**src/rtl/core/mdbcr_pkg.sv**
```systemverilog
// ----------------------------------------------------------------------------
// mdbcr_pkg
// Shared constants and types of the cashless frame responder.
// ----------------------------------------------------------------------------
package mdbcr_pkg;

    localparam int FRAME_DEPTH = 36;
    localparam int FL_W        = 6;
    localparam int FA_W        = $clog2(FRAME_DEPTH);

    // input event codes
    localparam logic [2:0] EV_WORD    = 3'd0;
    localparam logic [2:0] EV_TIMEOUT = 3'd1;
    localparam logic [2:0] EV_CARD_IN = 3'd2;
    localparam logic [2:0] EV_CARD_RM = 3'd3;
    localparam logic [2:0] EV_RESET   = 3'd4;

    // reader states
    localparam logic [2:0] RDR_INACTIVE = 3'd0;
    localparam logic [2:0] RDR_DISABLED = 3'd1;
    localparam logic [2:0] RDR_ENABLED  = 3'd2;
    localparam logic [2:0] RDR_SESSION  = 3'd3;
    localparam logic [2:0] RDR_VEND     = 3'd4;

    localparam logic [4:0] CASHLESS_ADDR = 5'h02;  // 0x10 >> 3

    // commands (low three bits of the mode word)
    localparam logic [2:0] OP_RESET  = 3'd0;
    localparam logic [2:0] OP_SETUP  = 3'd1;
    localparam logic [2:0] OP_POLL   = 3'd2;
    localparam logic [2:0] OP_VEND   = 3'd3;
    localparam logic [2:0] OP_READER = 3'd4;
    localparam logic [2:0] OP_EXP    = 3'd7;

    // subcommands
    localparam logic [7:0] SC_CFG         = 8'h00;
    localparam logic [7:0] SC_PRICES      = 8'h01;
    localparam logic [7:0] SC_VEND_REQ    = 8'h00;
    localparam logic [7:0] SC_VEND_CANCEL = 8'h01;
    localparam logic [7:0] SC_VEND_OK     = 8'h02;
    localparam logic [7:0] SC_VEND_FAIL   = 8'h03;
    localparam logic [7:0] SC_SESS_DONE   = 8'h04;
    localparam logic [7:0] SC_CASH_SALE   = 8'h05;
    localparam logic [7:0] SC_RDR_DIS     = 8'h00;
    localparam logic [7:0] SC_RDR_EN      = 8'h01;
    localparam logic [7:0] SC_RDR_CANCEL  = 8'h02;
    localparam logic [7:0] SC_PID         = 8'h00;

    // response codes
    localparam logic [7:0] RC_ACK        = 8'h00;
    localparam logic [7:0] RC_NAK        = 8'hFF;
    localparam logic [7:0] RC_JUST_RESET = 8'h00;
    localparam logic [7:0] RC_BEGIN      = 8'h03;
    localparam logic [7:0] RC_APPROVED   = 8'h05;
    localparam logic [7:0] RC_DENIED     = 8'h06;
    localparam logic [7:0] RC_END        = 8'h07;
    localparam logic [7:0] RC_CANCELLED  = 8'h08;
    localparam logic [7:0] RC_PID        = 8'h09;

    // register indexes
    localparam logic [2:0] RG_ACK   = 3'd0;
    localparam logic [2:0] RG_MFG   = 3'd1;
    localparam logic [2:0] RG_SERH  = 3'd2;
    localparam logic [2:0] RG_SERL  = 3'd3;
    localparam logic [2:0] RG_MODH  = 3'd4;
    localparam logic [2:0] RG_MODL  = 3'd5;
    localparam logic [2:0] RG_SWVER = 3'd6;

    // response kinds
    typedef enum logic [2:0] {
        RK_NONE, RK_ACK, RK_NAK, RK_ONE, RK_SHORT, RK_CFG, RK_PID
    } t_resp;

    typedef enum logic [2:0] {
        S_IDLE, S_SCAN, S_EVAL, S_OUT
    } t_state;

    localparam logic [7:0] RDR_CFG [8] = '{8'h01, 8'h01, 8'h00, 8'h07,
                                           8'h01, 8'h02, 8'h05, 8'h00};

endpackage

```
**src/rtl/core/mdb_cashless_frame_responder.sv**
```systemverilog
// ----------------------------------------------------------------------------
// mdb_cashless_frame_responder
// Frame assembly, sum check and command dispatch for cashless address 0x10.
// ----------------------------------------------------------------------------
// Flow: a stored data word starts a sum check that reads the frame store back
//   (one frame-store read per cycle), then a response streams out at one word
//   per cycle while m_axis_tready is high. Host events are handled in S_IDLE.
// Requests: one at a time; taken only in S_IDLE with no output word waiting.
// Reset: synchronous, active low; clears control state. Frame store is not
//   cleared (entries beyond frame_length are never read).
module mdb_cashless_frame_responder
    import mdbcr_pkg::*;
(
    input  logic        i_clk,
    input  logic        i_rst_n,
    input  logic        s_axis_tvalid,
    output logic        s_axis_tready,
    // tdata: [7:0] word_byte, [8] word_ninth, [24:9] card_amount, [31:25] zero
    input  logic [31:0] s_axis_tdata,
    // tuser: [2:0] mode
    input  logic [2:0]  s_axis_tuser,
    output logic        m_axis_tvalid,
    input  logic        m_axis_tready,
    // tdata: [7:0] tx_byte, [8] tx_ninth, [11:9] reader_state, [15:12] zero
    output logic [15:0] m_axis_tdata,
    output logic        m_axis_tlast,
    input  logic        psel,
    input  logic        penable,
    input  logic        pwrite,
    input  logic [5:0]  paddr,
    input  logic [63:0] pwdata,
    output logic [63:0] prdata,
    output logic        pready
);

    // configuration registers
    logic        r_ack;
    logic [23:0] r_mfg;
    logic [63:0] r_serh, r_modh;
    logic [31:0] r_serl, r_modl;
    logic [15:0] r_swver;
    logic [2:0]  w_ridx;

    assign pready = 1'b1;
    assign w_ridx = paddr[5:3];

    always_ff @(posedge i_clk) begin
        if (!i_rst_n) begin
            r_ack <= 1'b1; r_mfg <= 24'h202020;
            r_serh <= 64'h2020202020202020; r_serl <= 32'h20202020;
            r_modh <= 64'h2020202020202020; r_modl <= 32'h20202020;
            r_swver <= '0;
        end else if (psel && penable && pwrite) begin
            case (w_ridx)
                RG_ACK:   r_ack   <= pwdata[0];
                RG_MFG:   r_mfg   <= pwdata[23:0];
                RG_SERH:  r_serh  <= pwdata;
                RG_SERL:  r_serl  <= pwdata[31:0];
                RG_MODH:  r_modh  <= pwdata;
                RG_MODL:  r_modl  <= pwdata[31:0];
                RG_SWVER: r_swver <= pwdata[15:0];
                default: ;
            endcase
        end
    end

    always_comb begin
        case (w_ridx)
            RG_ACK:   prdata = {63'd0, r_ack};
            RG_MFG:   prdata = {40'd0, r_mfg};
            RG_SERH:  prdata = r_serh;
            RG_SERL:  prdata = {32'd0, r_serl};
            RG_MODH:  prdata = r_modh;
            RG_MODL:  prdata = {32'd0, r_modl};
            RG_SWVER: prdata = {48'd0, r_swver};
            default:  prdata = '0;
        endcase
    end

    // frame store
    logic [7:0]  mem [FRAME_DEPTH];
    logic        w_we;
    logic [FA_W-1:0] w_waddr, w_raddr;
    logic [7:0]  w_wdata, r_rdata;

    always_ff @(posedge i_clk) begin
        if (w_we) mem[w_waddr] <= w_wdata;
        r_rdata <= mem[w_raddr];
    end

    // control state
    t_state      r_st, n_st;
    logic [2:0]  r_cst, n_cst;
    logic        r_rp, n_rp, r_card, n_card;
    logic [15:0] r_bal, n_bal;
    logic [FL_W-1:0] r_len, n_len;
    // latched request
    logic [7:0]  r_byte;
    logic        r_ninth;
    logic [2:0]  r_mode;
    // scan
    logic [FL_W-1:0] r_len_s, n_len_s;   // frame length being checked
    logic [FL_W-1:0] r_idx, n_idx;       // next address requested
    logic [FL_W-1:0] r_cnt, n_cnt;       // bytes consumed
    logic [7:0]  r_sum, n_sum, r_lastb, n_lastb;
    logic [7:0]  r_b0, n_b0, r_b1, n_b1, r_b2, n_b2, r_b3, n_b3;
    logic        r_rv, n_rv;             // read data valid next cycle
    logic        r_open, n_open;         // reopen with r_byte after dispatch
    logic        r_force, n_force;       // dispatch even if one byte
    // output
    t_resp       r_rk, n_rk;
    logic [7:0]  r_code, n_code, r_osum, n_osum;
    logic [15:0] r_val, n_val;
    logic [4:0]  r_oi, n_oi;
    logic        r_ov, n_ov;
    logic [7:0]  r_ob, n_ob;
    logic        r_on, n_on, r_ol, n_ol;

    logic        w_acc, w_oacc, w_word_go;
    logic [7:0]  w_pl, w_ob;
    logic [4:0]  w_plen;
    logic        w_isdata, w_on;

    assign s_axis_tready = (r_st == S_IDLE) && !r_ov;
    assign w_acc  = s_axis_tvalid && s_axis_tready;
    assign w_oacc = m_axis_tvalid && m_axis_tready;
    assign m_axis_tvalid = r_ov;
    assign m_axis_tdata  = {4'd0, r_cst, r_on, r_ob};
    assign m_axis_tlast  = r_ol;

    // payload byte for current response index
    always_comb begin
        w_pl = 8'h00;
        w_plen = 5'd1;
        case (r_rk)
            RK_ONE: begin w_pl = r_code; w_plen = 5'd1; end
            RK_SHORT: begin
                w_plen = 5'd3;
                case (r_oi)
                    5'd0: w_pl = r_code;
                    5'd1: w_pl = r_val[15:8];
                    default: w_pl = r_val[7:0];
                endcase
            end
            RK_CFG: begin w_plen = 5'd8; w_pl = RDR_CFG[r_oi[2:0]]; end
            RK_PID: begin
                w_plen = 5'd30;
                if (r_oi == 5'd0) w_pl = RC_PID;
                else if (r_oi < 5'd4) w_pl = r_mfg[8*(3-r_oi) +: 8];
                else if (r_oi < 5'd12) w_pl = r_serh[8*(11-r_oi) +: 8];
                else if (r_oi < 5'd16) w_pl = r_serl[8*(15-r_oi) +: 8];
                else if (r_oi < 5'd24) w_pl = r_modh[8*(23-r_oi) +: 8];
                else if (r_oi < 5'd28) w_pl = r_modl[8*(27-r_oi) +: 8];
                else if (r_oi == 5'd28) w_pl = r_swver[15:8];
                else w_pl = r_swver[7:0];
            end
            default: ;
        endcase
        w_isdata = (r_oi < w_plen);
        w_ob = w_isdata ? w_pl : r_osum;
        w_on = !w_isdata;
    end

    assign w_word_go = (r_mode == EV_WORD);

    always_comb begin
        logic [2:0] cmd;
        logic [7:0] sub;
        logic       lge2, ok;
        logic [15:0] price;
        n_st = r_st; n_cst = r_cst; n_rp = r_rp; n_card = r_card; n_bal = r_bal;
        n_len = r_len; n_len_s = r_len_s; n_idx = r_idx; n_cnt = r_cnt;
        n_sum = r_sum; n_lastb = r_lastb; n_rv = 1'b0;
        n_b0 = r_b0; n_b1 = r_b1; n_b2 = r_b2; n_b3 = r_b3;
        n_open = r_open; n_force = r_force;
        n_rk = r_rk; n_code = r_code; n_val = r_val; n_osum = r_osum; n_oi = r_oi;
        n_ov = r_ov; n_ob = r_ob; n_on = r_on; n_ol = r_ol;
        w_we = 1'b0; w_waddr = '0; w_wdata = r_byte; w_raddr = r_idx[FA_W-1:0];
        cmd = r_b0[2:0]; sub = (r_len_s >= 2) ? r_b1 : 8'h00;
        lge2 = (r_len_s >= 2); price = {r_b2, r_b3};
        ok = 1'b0;
        if (w_oacc) n_ov = 1'b0;
        case (r_st)
            S_IDLE: begin
                if (w_acc) begin
                    n_open = 1'b0; n_force = 1'b0;
                    n_len_s = r_len; n_idx = '0; n_cnt = '0; n_sum = '0;
                    case (s_axis_tuser)
                        EV_WORD: begin
                            if (s_axis_tdata[8]) begin
                                n_open = (s_axis_tdata[7:3] == CASHLESS_ADDR);
                                n_force = 1'b1;
                                if (r_len != '0) n_st = S_SCAN;
                                else if (n_open) begin
                                    w_we = 1'b1; w_waddr = '0;
                                    w_wdata = s_axis_tdata[7:0]; n_len = 6'd1;
                                end
                            end else if (r_len != '0) begin
                                if (r_len < FL_W'(FRAME_DEPTH)) begin
                                    w_we = 1'b1; w_waddr = r_len[FA_W-1:0];
                                    w_wdata = s_axis_tdata[7:0];
                                    n_len = r_len + 1'b1; n_len_s = r_len + 1'b1;
                                    n_st = S_SCAN;
                                end else n_len = '0;
                            end
                        end
                        EV_TIMEOUT: begin
                            if (r_len >= 2) n_st = S_SCAN;
                            n_len = '0;
                        end
                        EV_CARD_IN: begin n_bal = s_axis_tdata[24:9]; n_card = 1'b1; end
                        EV_CARD_RM: begin n_bal = '0; n_card = 1'b0; end
                        EV_RESET: begin
                            n_cst = RDR_INACTIVE; n_rp = 1'b1; n_card = 1'b0; n_bal = '0;
                        end
                        default: ;
                    endcase
                end
            end
            // stream frame bytes: sum all but last
            S_SCAN: begin
                if (r_idx < r_len_s) begin
                    w_raddr = r_idx[FA_W-1:0];
                    n_idx = r_idx + 1'b1;
                    n_rv = 1'b1;
                end
                if (r_rv) begin
                    case (r_cnt)
                        6'd0: n_b0 = r_rdata;
                        6'd1: n_b1 = r_rdata;
                        6'd2: n_b2 = r_rdata;
                        6'd3: n_b3 = r_rdata;
                        default: ;
                    endcase
                    if (r_cnt + 1'b1 == r_len_s) n_lastb = r_rdata;
                    else n_sum = r_sum + r_rdata;
                    n_cnt = r_cnt + 1'b1;
                    if (r_cnt + 1'b1 == r_len_s) n_st = S_EVAL;
                end
            end
            S_EVAL: begin
                n_st = S_IDLE;
                n_rk = RK_NONE; n_oi = '0; n_osum = '0;
                if (lge2) ok = (r_sum == r_lastb);
                else ok = r_force;
                if (w_word_go && !r_ninth && !ok) begin
                    ok = 1'b0;  // pending frame continues
                end else if (w_word_go && !r_ninth) begin
                    n_len = '0;
                end else if (w_word_go && r_ninth) begin
                    if (r_open) begin
                        w_we = 1'b1; w_waddr = '0; w_wdata = r_byte; n_len = 6'd1;
                    end else n_len = '0;
                end
                if (ok) begin
                    case (cmd)
                        OP_RESET: begin n_cst = RDR_INACTIVE; n_rp = 1'b1; n_rk = RK_ACK; end
                        OP_SETUP: begin
                            if (!lge2) n_rk = RK_NAK;
                            else if (sub == SC_CFG) begin
                                n_rk = RK_CFG;
                                if (r_cst == RDR_INACTIVE) n_cst = RDR_DISABLED;
                            end else if (sub == SC_PRICES) n_rk = RK_ACK;
                            else n_rk = RK_NAK;
                        end
                        OP_POLL: begin
                            if (r_rp) begin
                                n_rk = RK_ONE; n_code = RC_JUST_RESET; n_rp = 1'b0;
                            end else if (r_cst == RDR_ENABLED && r_card) begin
                                n_rk = RK_SHORT; n_code = RC_BEGIN; n_val = r_bal;
                                n_cst = RDR_SESSION;
                            end else n_rk = RK_ACK;
                        end
                        OP_VEND: begin
                            if (!lge2) n_rk = RK_NAK;
                            else if (sub == SC_VEND_REQ && r_len_s >= 7) begin
                                if (r_cst != RDR_SESSION || price > r_bal) begin
                                    n_rk = RK_ONE; n_code = RC_DENIED;
                                end else begin
                                    n_bal = r_bal - price; n_rk = RK_SHORT;
                                    n_code = RC_APPROVED; n_val = price; n_cst = RDR_VEND;
                                end
                            end else if (sub == SC_VEND_CANCEL) begin
                                n_rk = RK_ONE; n_code = RC_DENIED;
                            end else if (sub == SC_VEND_OK || sub == SC_VEND_FAIL) begin
                                n_rk = RK_ACK; n_cst = RDR_SESSION;
                            end else if (sub == SC_SESS_DONE) begin
                                n_rk = RK_ONE; n_code = RC_END; n_card = 1'b0;
                                n_cst = RDR_ENABLED;
                            end else if (sub == SC_CASH_SALE) n_rk = RK_ACK;
                            else n_rk = RK_NAK;
                        end
                        OP_READER: begin
                            if (!lge2) n_rk = RK_NAK;
                            else if (sub == SC_RDR_DIS) begin
                                n_rk = RK_ACK;
                                if (r_cst == RDR_ENABLED || r_cst == RDR_SESSION)
                                    n_cst = RDR_DISABLED;
                            end else if (sub == SC_RDR_EN) begin
                                n_rk = RK_ACK;
                                if (r_cst == RDR_DISABLED) n_cst = RDR_ENABLED;
                            end else if (sub == SC_RDR_CANCEL) begin
                                n_rk = RK_ONE; n_code = RC_CANCELLED;
                            end else n_rk = RK_NAK;
                        end
                        OP_EXP: n_rk = (lge2 && sub == SC_PID) ? RK_PID : RK_ACK;
                        default: n_rk = RK_NAK;
                    endcase
                    if (n_rk != RK_NONE) n_st = S_OUT;
                end
            end
            // one response word per cycle through the output register, when it is free or taken
            S_OUT: begin
                if (!r_ov || w_oacc) begin
                    n_ov = 1'b1;
                    if (r_rk == RK_ACK) begin
                        n_ob = RC_ACK; n_on = r_ack; n_ol = 1'b1; n_st = S_IDLE;
                    end else if (r_rk == RK_NAK) begin
                        n_ob = RC_NAK; n_on = 1'b1; n_ol = 1'b1; n_st = S_IDLE;
                    end else begin
                        n_ob = w_ob; n_on = w_on; n_ol = w_on;
                        n_osum = r_osum + w_pl;
                        n_oi = r_oi + 1'b1;
                        if (w_on) n_st = S_IDLE;
                    end
                end
            end
            default: n_st = S_IDLE;
        endcase
    end

    always_ff @(posedge i_clk) begin
        if (!i_rst_n) begin
            r_st <= S_IDLE; r_cst <= RDR_INACTIVE; r_rp <= 1'b0; r_card <= 1'b0;
            r_bal <= '0; r_len <= '0; r_rv <= 1'b0; r_ov <= 1'b0;
        end else begin
            r_st <= n_st; r_cst <= n_cst; r_rp <= n_rp; r_card <= n_card;
            r_bal <= n_bal; r_len <= n_len; r_rv <= n_rv; r_ov <= n_ov;
        end
    end

    always_ff @(posedge i_clk) begin
        if (w_acc) begin
            r_byte <= s_axis_tdata[7:0]; r_ninth <= s_axis_tdata[8]; r_mode <= s_axis_tuser;
        end
        r_len_s <= n_len_s; r_idx <= n_idx; r_cnt <= n_cnt; r_sum <= n_sum;
        r_lastb <= n_lastb; r_b0 <= n_b0; r_b1 <= n_b1; r_b2 <= n_b2; r_b3 <= n_b3;
        r_open <= n_open; r_force <= n_force; r_rk <= n_rk; r_code <= n_code;
        r_val <= n_val; r_osum <= n_osum; r_oi <= n_oi; r_ob <= n_ob;
        r_on <= n_on; r_ol <= n_ol;
    end

endmodule

```
**config.mk**
```make
export PLATFORM = sky130hd
export DESIGN_NAME = mdb_cashless_frame_responder
export DESIGN_NICKNAME = d
export VERILOG_FILES = /design/src/rtl/core/mdbcr_pkg.sv /design/src/rtl/core/mdb_cashless_frame_responder.sv
export SDC_FILE = /design/constraint.sdc
export NUM_CORES = 1
export LEC_CHECK = 0
export BUFFER_PORTS_ARGS = -buffer_cell sky130_fd_sc_hd__buf_2
export CORE_MARGIN = 1.5
export CORE_UTILIZATION = 24
export CTS_BUF_LIST = sky130_fd_sc_hd__clkbuf_8
export CTS_CLUSTER_SIZE = 25
export DETAILED_ROUTE_END_ITERATION = 8
export HOLD_SLACK_MARGIN = 0.02
export PLACE_DENSITY = 0.42
export SKIP_LAST_GASP = 1
export SYNTH_ARGS = -nofsm -noshare
export SYNTH_HDL_FRONTEND = slang
export SYNTH_SLANG_ARGS = --single-unit
```
**constraint.sdc**
```tcl
create_clock -name i_clk -period 4.6 [get_ports i_clk]
set_input_delay 0.69 -clock i_clk [delete_from_list [all_inputs] [get_ports i_clk]]
set_output_delay 0.69 -clock i_clk [all_outputs]
set_load 0.02 [all_outputs]
```
==> summary.md <==
| Metric | Value |
|---|---|
| Status | `complete, no violations` |
| Tot Pwr | `0.0155 W` |
| RSZ-0062 raised after global routing | `no` |
| Worst VDD drop | `0.271 mV` |
| Area occupied by multi-input gates | `roughly 0.013 sq mm` |
| Post-DP HPWL | `approximately 76 mm` |
| Post-layout min period | `4.01 ns` |
| Root buf cell | `clkbuf_8` |
| Slowest stage cell, crit path | `mux4_2` |
| WL per Instance | `between 20 and 25 um` |
| # nets final | `3299` |
| PostCTS Resize Cnt | `0` |
| Setup TNS | `0 ns` |
| Max Cap Violations | `0` |
| Setup violators final | `0` |
| Crit path kind | `flip-flop to flip-flop` |
| CTS tree | `yes` |
| Startpoint of the lowest-slack hold path | `pwdata[29]` |
| Most used routing layer | `met2` |
| Post-DP Area | `0.0354 sq mm` |
| CP Data Arrival Time | `between 4 and 5 ns` |
| First-pass DRT Iterations | `8` |
| Boundary Pins | `196` |
| Clock sinks | `around 680` |
| Via count | `between 20000 and 25000` |
| Hold path depth | `3` |
| RR Endpoint | `r_osum[7]` |
| GRT Total Usage | `15.9%` |
| Logic pwr share | `around 16%` |
| Antenna-violating nets left | `0` |
| Initial DRC count | `between 1500 and 2000` |
| H-Tree Depth | `4` |
| CP max stage delay | `0.56 ns` |
| Worst EP required | `between 5 and 6 ns` |
| Pwr dens | `between 400 and 500 mW/mm^2` |
| Final Cycle Share | `between 80 and 90%` |
| Die area | `approximately 0.14 sq mm` |
| Clock Power Share | `39.2%` |
| R2r worst-path depth | `16` |
| CP cell instances | `buf_12, buf_12, mux4_2, a22oi_1, buf_4, nand3_1, a311oi_1, buf_4, o21ai_0, ha_1, o21a_1, a21oi_1, o21bai_1, a21oi_1, xnor3_1, nor2_1` |
| CTS max path bufs | `3` |
| First-pass GRT wire length | `~160 mm` |
| Post-synth cell types | `82` |
| Fin. Hold Viols | `0` |
| NetSw | `~0.0044 W` |
| Core box area | `about 0.13 sq mm` |
| Die width | `approximately 370 um` |
| Switching Fraction | `28.4%` |
| Die H | `roughly 370 um` |
| CP endpoint kind | `flip-flop` |
| Routability congestion estimate | `0.828` |
| CP startpoint kind | `flip-flop` |
| Hold path endpoint | `r_modh[29]` |
| Seq. cell area | `0.0177 sq mm` |
| Top_reg_cell synth | `edfxtp_1` |
| # fillers | `about 14000` |
| Fin area | `about 0.038 sq mm` |
| Post-CTS Repair Setup Buffers | `0` |
| Post-synth EDFFs | `409` |
| Met2 Track Usage GR | `roughly a quarter` |
| Sequential share of the synthesized area | `a little under three fifths` |
| Initial antenna violation count | `10` |
| Min-Delay Path Class | `input port to flip-flop` |
| Leak | `around 13 nW` |
| Internal cell power | `0.0111 W` |
| Cell row count | `between 100 and 150` |
| Largest net degree at the start of global routing | `about 120` |
| Slew @ Worst Pin | `approximately 1.2 ns` |
| Max Fanout on Critical Path | `23` |
| Normalized max-slew margin | `17.7%` |
| Post-Synthesis Cell Area | `0.0320 sq mm` |
| DRC Markers | `0` |
| Hold_buf cts | `19` |
| Yosys warns | `0` |
| Initial Util | `between 20 and 25%` |
| R2r setup slk | `0.59 ns` |
| Worst r2r src | `r_oi[0]` |
| Via density per instance | `4.76` |
| Skew final | `0.0543 ns` |
| Area growth syn-to-layout | `19.6%` |
| DRT Wirelength | `~110 mm` |
| Reg power frac | `between 40% and 50%` |
| Num CTS Buffers | `between 100 and 150` |
| Clock slew at reported path FFs | `about 0.060 ns` |
| Share of cells above drive strength 1 | `between 20% and 30%` |
| Synthesized area per cell | `approximately 11 sq um` |
| Vias in the first global route | `23700` |
| Cell count after synthesis | `2861` |
| Max Clk Rate | `249 MHz` |
| Synthesis-stage register bit count | `about 700` |
| Met1 Resource Use GR | `21.0%` |
| Slew Viols, Final | `0` |
| Port Buffers | `180` |
| Skew-Pair Late Insertion Delay | `just over 0.8 ns` |
| Congestion Overflow GR | `0` |
| Post-synthesis async set-or-reset flop share | `0%` |
| Met3 Track Usage GR | `3.18%` |
==> through the flow <==
stage          instances  utilization (%)  worst slack [ns]  hold WS [ns]
3_5_place_dp        4727             26.9             0.577         0.462
2_1_floorplan       2864                -             0.514         0.443
5_1_grt             4986             29.0             0.262        0.0778
3_3_place_gp        4727             26.9             0.562         0.455
4_1_cts             4984             29.0             0.554        0.0208
6_report            4987             29.0             0.590         0.146
==> sequential cells by signal, summed over array words and instances, names as in the netlist, 16 cells and up <==
name and count:
r_mfg 24, r_bal 16, r_modl 32, r_val 16, r_modh 64, mem 288
r_swver 16, r_serl 32, r_serh 64
==> worst max-delay path: cells and delay by family (launching register included) <==
| family | cells | cell delay, ns |
|---|---|---|
| multiplexers | 1 | 0.56 |
| AND/OR/NAND/NOR | 2 | 0.16 |
| flip-flops | 1 | 0.37 |
| AO/OA/AOI/OAI | 7 | 1.30 |
| XOR/XNOR | 1 | 0.32 |
| buffers and inverters | 4 | 0.75 |
| adder cells (fa/ha/maj) | 1 | 0.37 |
==> cells by family (layout without fill, tap and decap cells) <==
| kind of cell | Yosys count | count (layout) | synth area share, % |
|---|---|---|---|
| AO/OA/AOI/OAI | 631 | 631 | 12.7 |
| XOR/XNOR | 43 | 43 | 1.22 |
| adder cells (fa/ha/maj) | 62 | 62 | 2.50 |
| buffers and inverters | 256 | 621 | 3.21 |
| flip-flops | 681 | 681 | 55.5 |
| multiplexers | 188 | 188 | 11.3 |
| other | 2 | 8 | 0.0235 |
| AND/OR/NAND/NOR | 998 | 998 | 13.6 |
==> power by group through the flow <==
stage	registers (W)	clock network, W	logic (W)
final	0.00700	0.00607	0.00241
after global routing	0.00703	0.00657	0.00262
after CTS	0.00701	0.00630	0.00246
after detailed placement	0.00714	0	0.00243
after global placement	0.00714	0	0.00243
after floorplan	0.00700	0	0.00165
==> placed cells by master, fill, tap and decap left out, types with 21 or more instances in the layout <==
| cell type | netlist | layout |
|---|---|---|
| a22oi_1 | 87 | 87 |
| xor2_1 | 21 | 21 |
| xnor2_1 | 21 | 21 |
| nor2b_1 | 31 | 30 |
| nor3_1 | 44 | 42 |
| o21ai_0 | 74 | 71 |
| nand3_1 | 81 | 81 |
| buf_2 | 17 | 180 |
| nand2b_1 | 22 | 22 |
| mux2i_1 | 38 | 38 |
| nand2_1 | 592 | 590 |
| buf_4 | 6 | 117 |
| nor2_1 | 133 | 132 |
| a21oi_1 | 279 | 278 |
| dfxtp_1 | 272 | 272 |
| ha_1 | 59 | 59 |
| clkbuf_8 | 0 | 143 |
| a22o_1 | 37 | 37 |
| mux4_2 | 136 | 136 |
| edfxtp_1 | 409 | 409 |
| inv_1 | 54 | 98 |
==> worst max-delay path by stage <==
stage,start,to,slack (ns),cells past startpoint
after floorplan,r_oi[2],r_osum[6],0.51,19
after global placement,r_oi[3],r_osum[6],0.56,16
after detailed placement,r_oi[3],r_osum[7],0.58,16
after CTS,r_oi[3],r_osum[7],0.55,16
after global routing,r_oi[3],r_osum[7],0.26,18
final,r_oi[0],r_osum[7],0.59,16
==> cells in the mapped netlist, types with 14 or more instances <==
cell | instances | share of area, %
buf_2 | 17 | 0.27
nor2_1 | 133 | 1.6
xnor2_1 | 21 | 0.58
nand2_1 | 592 | 7.0
a21oi_1 | 279 | 4.4
o21ai_0 | 74 | 1.2
a22oi_1 | 87 | 2.0
mux2_2 | 14 | 0.49
xor2_1 | 21 | 0.58
ha_1 | 59 | 2.3
mux2i_1 | 38 | 1.2
and2_1 | 15 | 0.29
nor3_1 | 44 | 0.69
clkbuf_1 | 159 | 1.9
a22o_1 | 37 | 1.0
nand3_1 | 81 | 1.3
buf_1 | 14 | 0.16
nand2b_1 | 22 | 0.43
dfxtp_1 | 272 | 17
a21o_1 | 18 | 0.42
edfxtp_1 | 409 | 38
mux4_2 | 136 | 9.6
nor2b_1 | 31 | 0.61
and3_1 | 17 | 0.33
inv_1 | 54 | 0.63
==> per-layer routing <==
metal	wire length [um]	share of wire (%)
met2	53000	48
met3	6060	5.5
met4	1860	1.7
met5	24	0.022
met1	48800	44
==> area by class of cell <==
type,instances,area share (%)
timing repair buffer,326,5.68
sequential,681,46.4
multi-input combinational,1927,34.8
antenna,3,0.0196
inverter,57,0.580
clock buffer,143,5.15
tap,1755,5.75
clock inverter,95,1.67
Note: power is estimated with default switching activity, not from simulation.
